[config.mk]
export PLATFORM = sky130hd
export DESIGN_NAME = smpq_cell
export DESIGN_NICKNAME = d
export VERILOG_FILES = /design/src/sv/smpq_pkg.sv /design/src/sv/smpq_cell.sv
export SDC_FILE = /design/constraint.sdc
export NUM_CORES = 1
export LEC_CHECK = 0
export BUFFER_PORTS_ARGS = -buffer_cell sky130_fd_sc_hd__buf_2
export CAP_MARGIN = 20
export CORE_MARGIN = 2
export CORE_UTILIZATION = 40
export CTS_CLUSTER_DIAMETER = 80
export CTS_CLUSTER_SIZE = 8
export DETAILED_ROUTE_END_ITERATION = 7
export PLACE_DENSITY = 0.82
export SYNTH_ARGS = -nofsm -noshare
export SYNTH_HDL_FRONTEND = slang
export SYNTH_SLANG_ARGS = --single-unit
[constraint.sdc]
create_clock -name clk_i -period 6.3 [get_ports clk_i]
set_clock_uncertainty 0.05 [all_clocks]
set_input_delay 0.315 -clock clk_i [delete_from_list [all_inputs] [get_ports clk_i]]
set_output_delay 0.315 -clock clk_i [all_outputs]
set_load 0.005 [all_outputs]
[src/sv/smpq_pkg.sv]
// Shared types, codes and the ordering function of the stable max priority queue.
package smpq_pkg;

  // Default number of cells in the queue.
  localparam int unsigned DepthDefault = 128;

  // Command codes of an input beat.
  localparam logic CMD_ADD = 1'b0;
  localparam logic CMD_POP = 1'b1;

  // Status codes of an output beat.
  localparam logic [1:0] STATUS_ADDED  = 2'd0;
  localparam logic [1:0] STATUS_POPPED = 2'd1;
  localparam logic [1:0] STATUS_EMPTY  = 2'd2;
  localparam logic [1:0] STATUS_FULL   = 2'd3;

  // Input beat payload.
  typedef struct packed {
    logic               cmd;
    logic signed [15:0] priority_req;
    logic        [15:0] file_id;
  } in_t;

  // Output beat payload.
  typedef struct packed {
    logic        [1:0]  status;
    logic        [15:0] out_file_id;
    logic signed [15:0] out_priority;
  } out_t;

  // One stored job.
  typedef struct packed {
    logic signed [15:0] prio;
    logic        [31:0] arrival;
    logic        [15:0] tag;
  } entry_t;

  // Row-wide control, broadcast to every cell.
  typedef struct packed {
    logic insert;
    logic pop;
  } ctrl_t;

  // True when job a must be served before job b: higher priority first,
  // then the earlier arrival under a wrap-aware comparison.
  function automatic logic ahead(input entry_t a, input entry_t b);
    logic [31:0] diff;
    diff = a.arrival - b.arrival;
    if (a.prio != b.prio) begin
      return a.prio > b.prio;
    end
    return diff[31];
  endfunction

endpackage

[src/sv/smpq_cell.sv]
// One cell of the sorted row: holds a job and shifts toward its neighbors.
module smpq_cell (
  input  logic             clk_i,
  input  smpq_pkg::ctrl_t  ctrl_i,
  input  smpq_pkg::entry_t new_i,
  input  logic             occupied_i,
  input  smpq_pkg::entry_t left_i,
  input  logic             left_new_ahead_i,
  input  smpq_pkg::entry_t right_i,
  output smpq_pkg::entry_t entry_o,
  output logic             new_ahead_o
);

  smpq_pkg::entry_t entry_q, entry_d;
  logic             new_ahead;

  // The new job belongs at or before this cell when it beats the stored job
  // or the cell is past the end of the queue.
  assign new_ahead = !occupied_i || smpq_pkg::ahead(new_i, entry_q);

  // A pop shifts every job one cell toward the head; an insert opens a gap
  // at the sorted position and shifts the tail one cell back.
  always_comb begin
    entry_d = entry_q;
    if (ctrl_i.pop) begin
      entry_d = right_i;
    end else if (ctrl_i.insert && new_ahead) begin
      entry_d = left_new_ahead_i ? left_i : new_i;
    end
  end

  // Payload storage needs no reset.
  always_ff @(posedge clk_i) begin
    entry_q <= entry_d;
  end

  assign entry_o     = entry_q;
  assign new_ahead_o = new_ahead;

endmodule

==> results of run 1 <==
-- layer usage --
metal	wire, um	track usage (%)	share of wire (%)
met1	4550	20.9	38
met2	6050	35.8	51
met3	1090	5.98	9.2
met4	213	5.77	1.8
met5	0	0	0
-- worst max-delay path: stages, from the launching register on --
cell and delay [ns]:
sky130_fd_sc_hd__edfxtp_1 0.35, sky130_fd_sc_hd__inv_1 0.05, sky130_fd_sc_hd__ha_1 0.32, sky130_fd_sc_hd__nand4_2 0.15, sky130_fd_sc_hd__nor4_2 0.31, sky130_fd_sc_hd__o21ai_1 0.10
sky130_fd_sc_hd__o311ai_1 0.11, sky130_fd_sc_hd__mux2_2 0.38, sky130_fd_sc_hd__nor4bb_1 0.48, sky130_fd_sc_hd__a211oi_4 0.07, sky130_fd_sc_hd__buf_4 0.38
-- logic make-up (layout without fill, tap and decap cells) --
family / count (synthesis) / in the layout
simple gates: 103 / 103
flops: 64 / 64
mux: 65 / 65
buf+inv: 67 / 325
compound gates: 100 / 100
fa+ha+maj: 46 / 46
xor+xnor: 2 / 2
-- layout by cell type, fill, tap and decap left out, types with 2 or more instances in the layout --
cell type,synthesis,routed
sky130_fd_sc_hd__buf_2,6,259
sky130_fd_sc_hd__nand2_1,77,77
sky130_fd_sc_hd__o21ai_0,68,68
sky130_fd_sc_hd__mux2i_1,64,64
sky130_fd_sc_hd__edfxtp_1,64,64
sky130_fd_sc_hd__inv_1,46,46
sky130_fd_sc_hd__ha_1,46,46
sky130_fd_sc_hd__a21oi_1,16,16
sky130_fd_sc_hd__clkbuf_8,0,9
sky130_fd_sc_hd__nand4_1,7,7
sky130_fd_sc_hd__nand3_1,6,6
sky130_fd_sc_hd__nor2_1,4,4
sky130_fd_sc_hd__a21o_1,3,3
sky130_fd_sc_hd__a31oi_1,3,3
sky130_fd_sc_hd__buf_4,0,3
sky130_fd_sc_hd__nor2b_1,2,2
sky130_fd_sc_hd__a221oi_1,2,2
sky130_fd_sc_hd__o211ai_1,2,2
sky130_fd_sc_hd__clkinv_1,0,2
sky130_fd_sc_hd__clkinv_2,0,2
sky130_fd_sc_hd__clkinvlp_4,0,2
-- power breakdown --
part	internal, mW	switching [mW]	leakage [nW]
sequential	0.535	0.0217	0.655
combinational	0.163	0.179	2.39
clock	0.179	0.162	0.0901
-- per-stage QoR --
step	utilization [%]	hold WS [ns]	std cells
3_5_place_dp	54.1	0.550	828
3_3_place_gp	54.1	0.546	828
5_1_grt	56.0	0.192	845
2_1_floorplan	-	0.452	447
6_report	56.0	0.204	845
4_1_cts	55.8	0.186	844
-- layout make-up --
cell class | count | area, sq um | area share (%)
multi-input combinational | 316 | 2250 | 37.2
sequential | 64 | 1920 | 31.8
inverter | 46 | 173 | 2.86
timing repair buffer | 263 | 1340 | 22.1
clock buffer | 9 | 124 | 2.05
clock inverter | 7 | 62.6 | 1.03
tap | 140 | 175 | 2.90
-- worst paths after layout --
kind,from,end,cells past startpoint
worst max register to register,entry_o[63],entry_o[31],10
worst min register to register,entry_o[47],entry_o[50],4
worst min-delay path,right_i[23],entry_o[23],3
worst max-delay path,entry_o[63],entry_o[31],10
==> summary by stage, run 1 <==
Clock network
At the later pin of the worst-skew pair, clock insertion delay measures 0.33 ns. TritonCTS built the clock tree. The root buffer cell is sky130_fd_sc_hd__clkbuf_8. The level count of the clock H-tree is 3. The clock drives 64 sinks.

No sink is reached through more buffers than the 2 on the longest clock path. Clock-pin slew was measured on the worst setup and hold paths at roughly 0.070 ns. Counting the buffers created by CTS gives 9. The total of hold buffers inserted after clock tree synthesis is 0. The post-CTS resize count is 0.

The number of buffers added for setup after CTS is 0.

Timing
The worst pin sits at a relative slew slack of 28.8%. The actual slew at the worst max-slew pin is ~1.1 ns. The final number of max-transition violations is 0. The final critical path takes up about half of the cycle. The smallest clock period supported by the final layout is computed as about 3.1 ns. After routing, the total negative slack on setup checks comes to 0 ns.

The worst path meets setup with 3.16 ns of slack. Setup repair after global routing left no endpoint under its margin. Derived from the worst setup path, the maximum achievable clock frequency is 318 MHz.

Setup violations remaining at the end of the flow were counted as 0. The hold violation count in the final report is 0.

Cells and area
The register with the most flip-flops in the layout has 64 of them. The final net count is 943. The filler cells instantiated in the layout total ~980. From synthesis to final layout, the design area changed by 36.8%.

The finished cells cover 6050 sq um. The total inserted antenna cells is 0. The post-route netlist has 39.9% of its cells at a drive strength greater than 1.

Run status
The run finished with clean final reports.

Synthesis
The netlist area before placement is roughly 4400 sq um. The cell type contributing the most total cell area after synthesis is sky130_fd_sc_hd__edfxtp_1. Each instance of the synthesized netlist takes up on average between 9 and 10 sq um. Synthesis instantiated 32 different standard cells from the library. The multiplexer share of the synthesized area is ~15%. The synthesized design contains 64 enable-type register cells. The number of nets handed over by synthesis was 690. Sorting the synthesized cells by area gives the leading types as sky130_fd_sc_hd__edfxtp_1, sky130_fd_sc_hd__mux2i_1, sky130_fd_sc_hd__ha_1.

The combinational family with the most area after synthesis is multiplexers. The post-synthesis share of cell area spent on xor and xnor gates is 0.396%. The number of warning messages in the yosys log is 0. The most used flip-flop cell after synthesis is sky130_fd_sc_hd__edfxtp_1. Sequential cells were found to cover 43.5% of the synthesized design area. Of all flip-flops after synthesis, the portion carrying an async set or reset was 0%. The compound-cell area share of the yosys netlist is 12.2%. Counting instances in the post-synthesis netlist gives the leading cell types as sky130_fd_sc_hd__nand2_1, sky130_fd_sc_hd__o21ai_0, sky130_fd_sc_hd__edfxtp_1, sky130_fd_sc_hd__mux2i_1. The most frequent cell after synthesis is sky130_fd_sc_hd__nand2_1. The number of instances in the synthesized netlist is 447.

The synthesized-area fraction occupied by and/or/nand/nor cells is 10.3%. The adder-cell share of the synthesized area is a little over an eighth. Summed over its instances, the top area cell type makes up 43.5% of the synthesized netlist area. The number of storage elements in the synthesis netlist is 64.

Run
Across the run, the number of max-cap violations was 0.

Floorplanning
The die covers 11900 sq um. The core region is 10800 sq um. The chip height is ~110 um. For this configuration, the core starts out at a cell density of 41.0%. The die is 109 um wide. 262 I/O pins were placed. Row generation in the floorplan step produced 38 rows.

Setup path
The setup slack on the worst flop-to-flop path is 3.16 ns. In this run the worst path has a maximum fanout of 64. The category of the worst setup path capture point is a flop. The required time of the critical path is about 6.2 ns. The worst setup path is launched from a flop. STA puts the critical path data arrival time at 3.07 ns. The critical setup path kind is reg -> reg.

Placed design
At the end of routability-driven placement, the weighted congestion stood at 0.839. Once detailed placement completed, the half-perimeter wirelength came to 9.43 mm. At the placement stage, the worst setup path has a slack of 3.02 ns.

The placed instance area is 5840 sq um. The number of port buffers is 261.

Global routing
The global-route usage over all layers is 19.3%. The via count of the first global-routing pass came to 3887. The initial antenna violation count is 0. Entering global routing, the biggest net connects 132 pins. Global routing finished with a remaining overflow of 0.

The wire length of the first global-routing pass is 17.5 mm.

Routing
After detailed routing, the total wire length is 11.9 mm. The total via count in the routed design is around 4.2k. In the routed layout, each cell is associated on average with a via count of 4.93. The detailed-route DRC error count is 0. The average wire length per cell after detail routing is about 14 um.

The post-detailed-route count of antenna-violating nets is 0. The initial DRC count is 165. The count of TritonRoute iterations in the first routing pass is 4.

Pwr
The leakage dissipation is about 3.1 nW. After layout, the design draws a total of 1.24 mW. Dividing total power by cell area gives a power density of approximately 200 nW/um^2.

IR analysis of the VDD net gives a maximum drop of between 0.0001 and 0.00015 V.

Hold path
The tightest min-delay check is of the in -> reg type.
Power figures use the tool's default switching activity.
==> run 2, diff against run 1 <==
CORE_UTILIZATION = 44   (was 40)
PLACE_DENSITY = 0.85   (was 0.82)
clock period = 3 ns   (was 6.3 ns; I/O delays follow)
==> summary by stage, run 2 (synthesis results as in run 1) <==
Pwr
The power after layout is 2.80 mW. The leakage dissipation is between 3 and 4 nW. Internal power comes to 1.97 mW. Sequential cells account for 42.0% of the total power.

The switching share of power is between 20% and 30%. The net switching component of the power is just over 0.8 mW. The clock network fraction of total power is 28.8%.

The worst supply voltage drop on vdd is 0.000235 V. For this design the ratio of total power to cell area is 445 nW/um^2. The proportion of power drawn by combinational gates is between 20 and 30%.

Timing
The setup violation total in the final timing report is 0. Measured against its own limit, the worst slew margin works out to 40.7%. The hold violation count in the final report was 0.

The final number of max-transition violations is 0. For the pin with the worst max-slew slack, the measured transition is 0.890 ns. The worst path meets setup with 0.0458 ns of slack.

The fmax is 339 MHz. The final sum of negative setup slack is 0 ns. Of the available clock period, the critical path in the final layout requires 98.5%. Counting I/O delays and the setup requirement, the final critical path takes 2.95 ns. The hold slack is 0.0372 ns.

Setup path
The required time of the critical path is just over 3 ns. The critical path startpoint category is a flop. STA puts the critical path data arrival time at approximately 3 ns. The setup slack on the worst flop-to-flop path is 0.05 ns. The number of cells traversed by the worst register-to-register path is 12. The startpoint identified for the worst register-to-register timing path is entry_o[54]. The category of the worst setup path capture point is a flop.

The endpoint identified for the worst register-to-register timing path is entry_o[48]. The critical setup path kind is reg -> reg. The peak fanout along the critical path is 11. The launch point of the critical path is entry_o[54]. The endpoint of the most critical setup path is entry_o[48].

Routing
The aggregate routed wire length is 13.4 mm. The top layer reached by signal wires is met4. The count of TritonRoute iterations in the first routing pass is 4. In the final routed layout, each cell accounts on average for 15.8 um. The detailed-routing wirelength on met1 is 4.99 mm.

In the detailed route, the total length drawn on met2 is between 6 and 7 mm. The total via count in the routed design is between 4k and 5k. The first routing iteration left 216 violations. For this run, design rule violations remaining after detail routing come to 0.

The via density per instance is 5.17. The routed length on met3 is 941 um. The detail route stage leaves a number of antenna-violating nets equal to 0.

Run status
The run finished with clean final reports.

Floorplanning
The die footprint is 10900 sq um. The core footprint is 9770 sq um. The placement row count is 36. The chip height is 104 um. The initial utilization of the core area, before any placement, comes to 45.2%. In this run the horizontal extent of the chip is approximately 100 um. During I/O placement, the number of pins put on the boundary was around 260.

Global routing
The via count of the first global-routing pass is 4392. Entering global routing, the biggest net connects around 110 pins. For this run, the total global-route usage over all layers was measured as 23.1%. The wire length of the first global-routing pass is around 20 mm. The initial antenna violation count is 0. Summed over all layers, the global routing overflow is 0.

Cells and area
The library cells used most frequently in the layout, excluding fill and tap cells, are sky130_fd_sc_hd__buf_2, sky130_fd_sc_hd__nand2_1, sky130_fd_sc_hd__o21ai_0, sky130_fd_sc_hd__mux2i_1, sky130_fd_sc_hd__edfxtp_1. The final net count is 952. Measured on the finished design, the core utilization comes to about 64%. In the final layout, the share of cells above drive strength 1 is 42.0%. Leaving out fill and tap cells, the most frequent cell in the layout is sky130_fd_sc_hd__buf_2.

The synthesis-to-finish area growth is 42.1%. The repair_antennas step left the layout with diodes totalling 0. The flip-flop count of the largest register, all copies and words added is 64.

Clock network
The number of buffers inserted during clock tree synthesis is 9. The maximum root-to-sink buffer count is 2. The total of hold buffers inserted after clock tree synthesis is 0.

The clock latency on the worst-skew pair is 0.34 ns. The cell sitting at the root of the clock tree is a sky130_fd_sc_hd__clkbuf_8. The level count of the clock H-tree is 3.

For this design, the sink count on the clock tree is 64. After clock tree synthesis, the clock-pin slew on the worst setup and hold paths is 0.08 ns. The TritonCTS clock tree is built.

Placed design
Prior to clock tree synthesis, the placed netlist has a worst setup slack of 0.0309 ns. The placer congestion estimate is 0.873. During placement, the flow inserted port buffers numbering 261.

The estimated wirelength of the detail-placed design is 10.3 mm.

Run
The max-cap check violation count is 0.

Hold path
The worst min-delay path class is in -> reg. The cell depth of the worst min-delay path is 3.
==> run 2: changes by cell type in the layout (fill, tap and decap cells not counted), sizes merged <==
cell	delta
buf	+8
bufinv	+1
clkbuf	+1
clkinvlp	-1
==> run 2: stage by stage <==
stage	instance area [sq um]	cells
2_1_floorplan	4450	447
3_3_place_gp	5910	825
3_5_place_dp	5910	825
4_1_cts	6130	841
5_1_grt	6280	847
6_report	6280	847
==> run 2: power groups by stage <==
stage	sequential (mW)	clock, mW	combinational (mW)
after global placement	1.19	0	0.711
final	1.17	0.806	0.816
after global routing	1.18	0.860	0.907
after CTS	1.17	0.825	0.763
after detailed placement	1.19	0	0.750
after floorplan	1.20	0	0.367
==> run 2: worst min-delay path by stage <==
stage / end / slack, ns / from
global route: entry_o[23] / 0.04 / right_i[23]
finish: entry_o[22] / 0.04 / right_i[22]
detailed placement: entry_o[13] / 0.38 / right_i[13]
global placement: entry_o[17] / 0.38 / right_i[17]
floorplan: entry_o[61] / 0.29 / right_i[61]
CTS: entry_o[63] / 0.02 / right_i[63]
==> run 2: timing repair <==
item	4_1_cts	5_1_grt
gates resized for setup	2	12
endpoints found under the setup margin	7	64
pin swaps	0	4
buffers inserted	0	4
cloned	0	2
==> run 2: layer usage <==
| metal | global-route usage, % | up-vias |
|---|---|---|
| met4 | 11.7 | 0 |
| met2 | 41.6 | 234 |
| li1 | - | 2130 |
| met3 | 5.33 | 45 |
| met5 | 0 | - |
| met1 | 25.5 | 1968 |
==> run 2: final cells by class <==
| type | count | area [sq um] |
|---|---|---|
| clock buffer | 9 | 124 |
| clock inverter | 7 | 86.3 |
| fill | 803 | 3490 |
| inverter | 46 | 173 |
| multi-input combinational | 316 | 2360 |
| sequential | 64 | 1920 |
| tap | 133 | 166 |
| timing repair buffer | 272 | 1450 |
==> run 2: worst max-delay path: stages (launching register included) <==
cell	delay [ns]
sky130_fd_sc_hd__edfxtp_1	0.37
sky130_fd_sc_hd__inv_1	0.09
sky130_fd_sc_hd__ha_4	0.28
sky130_fd_sc_hd__nand4_1	0.19
sky130_fd_sc_hd__nor2_1	0.16
sky130_fd_sc_hd__a211oi_1	0.08
sky130_fd_sc_hd__o311ai_1	0.29
sky130_fd_sc_hd__mux2_2	0.39
sky130_fd_sc_hd__nor4bb_1	0.28
sky130_fd_sc_hd__buf_4	0.17
sky130_fd_sc_hd__a211oi_4	0.05
sky130_fd_sc_hd__buf_6	0.16
sky130_fd_sc_hd__clkbuf_16	0.16
==> run 3, diff against run 2 <==
ABC_AREA = 1   (was not set)
CORE_UTILIZATION = 45   (was 44)
PLACE_DENSITY = 0.86   (was 0.85)
==> summary by stage, run 3 <==
Setup path
The number of cells traversed by the worst register-to-register path is 14. The setup slack on the worst flop-to-flop path is 0.58 ns. The critical path contains buffers and inverters numbering 2 combined. At the worst endpoint, the arrival time is 2.36 ns. The critical path startpoint category is a flop. The peak fanout along the critical path is 27. For this run, the slowest stage of the critical path takes 0.36 ns. The slowest stage of the critical path belongs to the cell sky130_fd_sc_hd__buf_4. The worst setup path is captured at a flop. The end of the worst register-to-register path is entry_o[21]. The critical path is of the reg -> reg type. Traced cell by cell, the critical path runs through inv_1 > ha_1 > nand2_1 > nor2_2 > and2_4 > nand2_2 > nor2_1 > nand2_1 > nand3_1 > nand3_2 > nand2_2 > nand2_1 > nand2_2 > buf_4. On the critical path the largest part of the delay comes from simple AND/OR/NAND/NOR gates. The startpoint of the lowest-slack register-to-register path is entry_o[46]. The launch point of the critical path is entry_o[46].

The required time of the critical path is 2.94 ns.

Floorplanning
The die covers 10900 sq um. The x dimension of the die is 105 um. between 200 and 300 I/O pins were placed. The placement row count is 36. In this run the standard cell core region covers 9770 sq um. The die is ~100 um tall. The initial core utilization is 46.6%.

Timing
The share of the clock period used by the worst path is 80.8%. Setup violations remaining at the end of the flow were counted as 0. The fmax is 413 MHz. The worst relative slew slack is around 53%. The worst-case setup margin in the final layout is 0.576 ns. The hold violation count in the final report is 0. The hold slack is roughly 0.090 ns. The final number of max-transition violations is 0. At the pin with the least slew margin, the transition time is 0.699 ns. The final sum of negative setup slack is 0 ns.

Setup repair after global routing left no endpoint under its margin. The clock period could shrink to 2.42 ns.

Placed design
Input and output buffers added on the ports amount to 261. The wire-length estimate of the detail-placed layout is between 10 and 15 mm. The placed instance area is around 6000 sq um. At the placement stage, the worst setup path has a slack of 0.574 ns. The placer congestion estimate is 0.844.

Synthesis
The number of storage elements in the synthesis netlist is 64. The synthesized netlist devotes 16.2% of its cell area to compound gates. By area, the combinational part of the netlist is dominated by simple AND/OR/NAND/NOR gates.

The number of warning messages in the yosys log is 0. The multiplexer share of the synthesized area is 0%. Yosys mapped a number of flops with a built-in enable equal to 64.

For this run, the leading register cell type out of synthesis is sky130_fd_sc_hd__edfxtp_1. Counting instances in the post-synthesis netlist gives the leading cell types as sky130_fd_sc_hd__a21oi_1, sky130_fd_sc_hd__nand2_1, sky130_fd_sc_hd__nor2_1. Counting every instance in the synthesized netlist gives 586. When the netlist entered floorplanning its net count stood at between 800 and 900. For this run, the register share of the synthesized area comes to 42.2%.

The average cell area after synthesis is 7.77 sq um. Summing the areas of all and, or, nand and nor instances in the mapped netlist gives 20.0% of the synthesized area. The most frequent cell after synthesis is sky130_fd_sc_hd__a21oi_1.

The largest total area in the synthesized netlist belongs to sky130_fd_sc_hd__edfxtp_1. Counting distinct cell types in the post-synthesis netlist gives 22. After Yosys synthesis, full adders, half adders and majority gates account for roughly 13% of the synthesized area. The mapped netlist covers 4550 sq um. Of all flip-flops after synthesis, the portion carrying an async set or reset was 0%. Yosys attributes the largest share of cell area to sky130_fd_sc_hd__edfxtp_1, sky130_fd_sc_hd__a21oi_1, sky130_fd_sc_hd__ha_1.

After Yosys synthesis, XOR and XNOR cells account for 0.192% of the synthesized area. The top-area cell type share of the netlist area is a little over two fifths.

Routing
The via density per instance is 4.98. The count of TritonRoute iterations in the first routing pass is 5. The post-detailed-route count of antenna-violating nets is 0. In the final routed layout, each cell accounts on average for 13.7 um. The initial DRC count is 329. The aggregate routed wire length is 13.3 mm. In the routed design, unresolved DRC markers number 0. The total via count in the routed design is 4850.

Cells and area
The synthesis-to-finish area growth is 35.0%. The final net count is 1080. The number of antenna diodes in the final layout is 0. After routing the design area is just over 6000 sq um. The library cells used most frequently in the layout, excluding fill and tap cells, are sky130_fd_sc_hd__buf_2, sky130_fd_sc_hd__a21oi_1, sky130_fd_sc_hd__nand2_1, sky130_fd_sc_hd__nor2_1, sky130_fd_sc_hd__inv_1. The commonest non-fill, non-tap cell in the layout is sky130_fd_sc_hd__buf_2. The flip-flop count of the largest register, all copies and words added is 64. Of the cells placed in the final design, the portion with a size suffix greater than 1 is 35.1%.

Clock network
The number of gates resized after CTS was 0. The number of buffers added for setup after CTS is 0. Clock-pin slew was measured on the worst setup and hold paths at 0.07 ns. The clock tree synthesis step divided the H-tree into 3 levels.

The number of buffers inserted during clock tree synthesis is 9. The CTS sink count is 64. The root buffer cell is sky130_fd_sc_hd__clkbuf_8.

At the later pin of the worst-skew pair, clock insertion delay measures 0.33 ns. TritonCTS built the clock tree. In this run the deepest clock path goes through 2 buffers.

The total of hold buffers inserted after clock tree synthesis is 0.

Pwr
The power after layout is 2.55 mW. The analysis attributes to cell leakage a power of ~3.3 nW. The worst supply voltage drop on vdd is 0.000303 V. The power density normalized to cell area is 415 nW/um^2.

Run status
The flow ran to the end, and the final reports show no timing, DRC or antenna violations.

Global routing
The wire length of the first global-routing pass is 21.5 mm. The initial antenna violation count was 0. The via count of the first global-routing pass is 4683. Global routing used 24.0% of the available tracks. Summed over all layers, the global routing overflow is 0. The pin count of the biggest net entering global routing is 65.

Hold path
The worst hold endpoint is entry_o[45]. The start point of the worst min-delay path is right_i[45]. The worst hold path passes through 3 cells. The worst min-delay path class is in -> reg.

Run
The max-cap check violation count is 0.
run 3: changes by cell type in the layout (fill, tap and decap cells not counted), sizes merged, moves of 3 or more:
cell and delta:
a21oi +126, nor2 +81, o21ai -68, mux2i -64, nand2 +53, inv +28, buf -4, nand4 -4
a31oi -3
run 3: how the worst max path moves through the flow:
stage                        endpoint  slack (ns)  depth (start not counted)
final                     entry_o[21]        0.58                         14
after floorplan            entry_o[0]        0.30                         12
after detailed placement  entry_o[21]        0.57                         14
after global routing      entry_o[21]        0.30                         14
after CTS                 entry_o[21]        0.55                         14
after global placement    entry_o[21]        0.65                         14
run 3: power by group:
group          leakage (nW)  internal [mW]  switching, mW
combinational          2.52          0.316          0.394
clock                0.0933          0.373          0.324
sequential            0.639           1.10         0.0402
total                  3.26           1.79          0.758
run 3: final cells by class:
cell class	count	area, sq um
well taps	133	166
inverters	74	278
repair buffers	267	1360
flip-flops and latches	64	1920
clock inverters	5	48.8
fillers	907	3630
clock buffers	10	128
multi-input cells	421	2240
run 3: logic make-up after synthesis:
| group | count (synthesis) |
|---|---|
| xor+xnor | 1 |
| fa+ha+maj | 46 |
| compound gates | 146 |
| buf+inv | 101 |
| simple gates | 228 |
| flops | 64 |
run 3: per-layer routing:
| metal | share of wire [%] | vias up | global-route usage (%) |
|---|---|---|---|
| li1 | - | 2442 | - |
| met1 | 41 | 2145 | 28.7 |
| met2 | 49 | 241 | 43.2 |
| met3 | 8.9 | 22 | 5.49 |
| met4 | 1.7 | 0 | 6.76 |
| met5 | 0 | - | 0 |
run 3: worst register-to-register path: cells and delay by family (launching register included):
kind / cells / cell delay (ns)
and+or+nand+nor: 11 / 1.00
DFF: 1 / 0.35
buffers and inverters: 2 / 0.40
adders and majority gates: 1 / 0.28
run 3: per-stage QoR:
step	std cells	util, %
3_5_place_dp	959	61.0
5_1_grt	974	62.9
4_1_cts	974	62.9
6_report	974	62.9
2_1_floorplan	586	-
3_3_place_gp	959	61.0
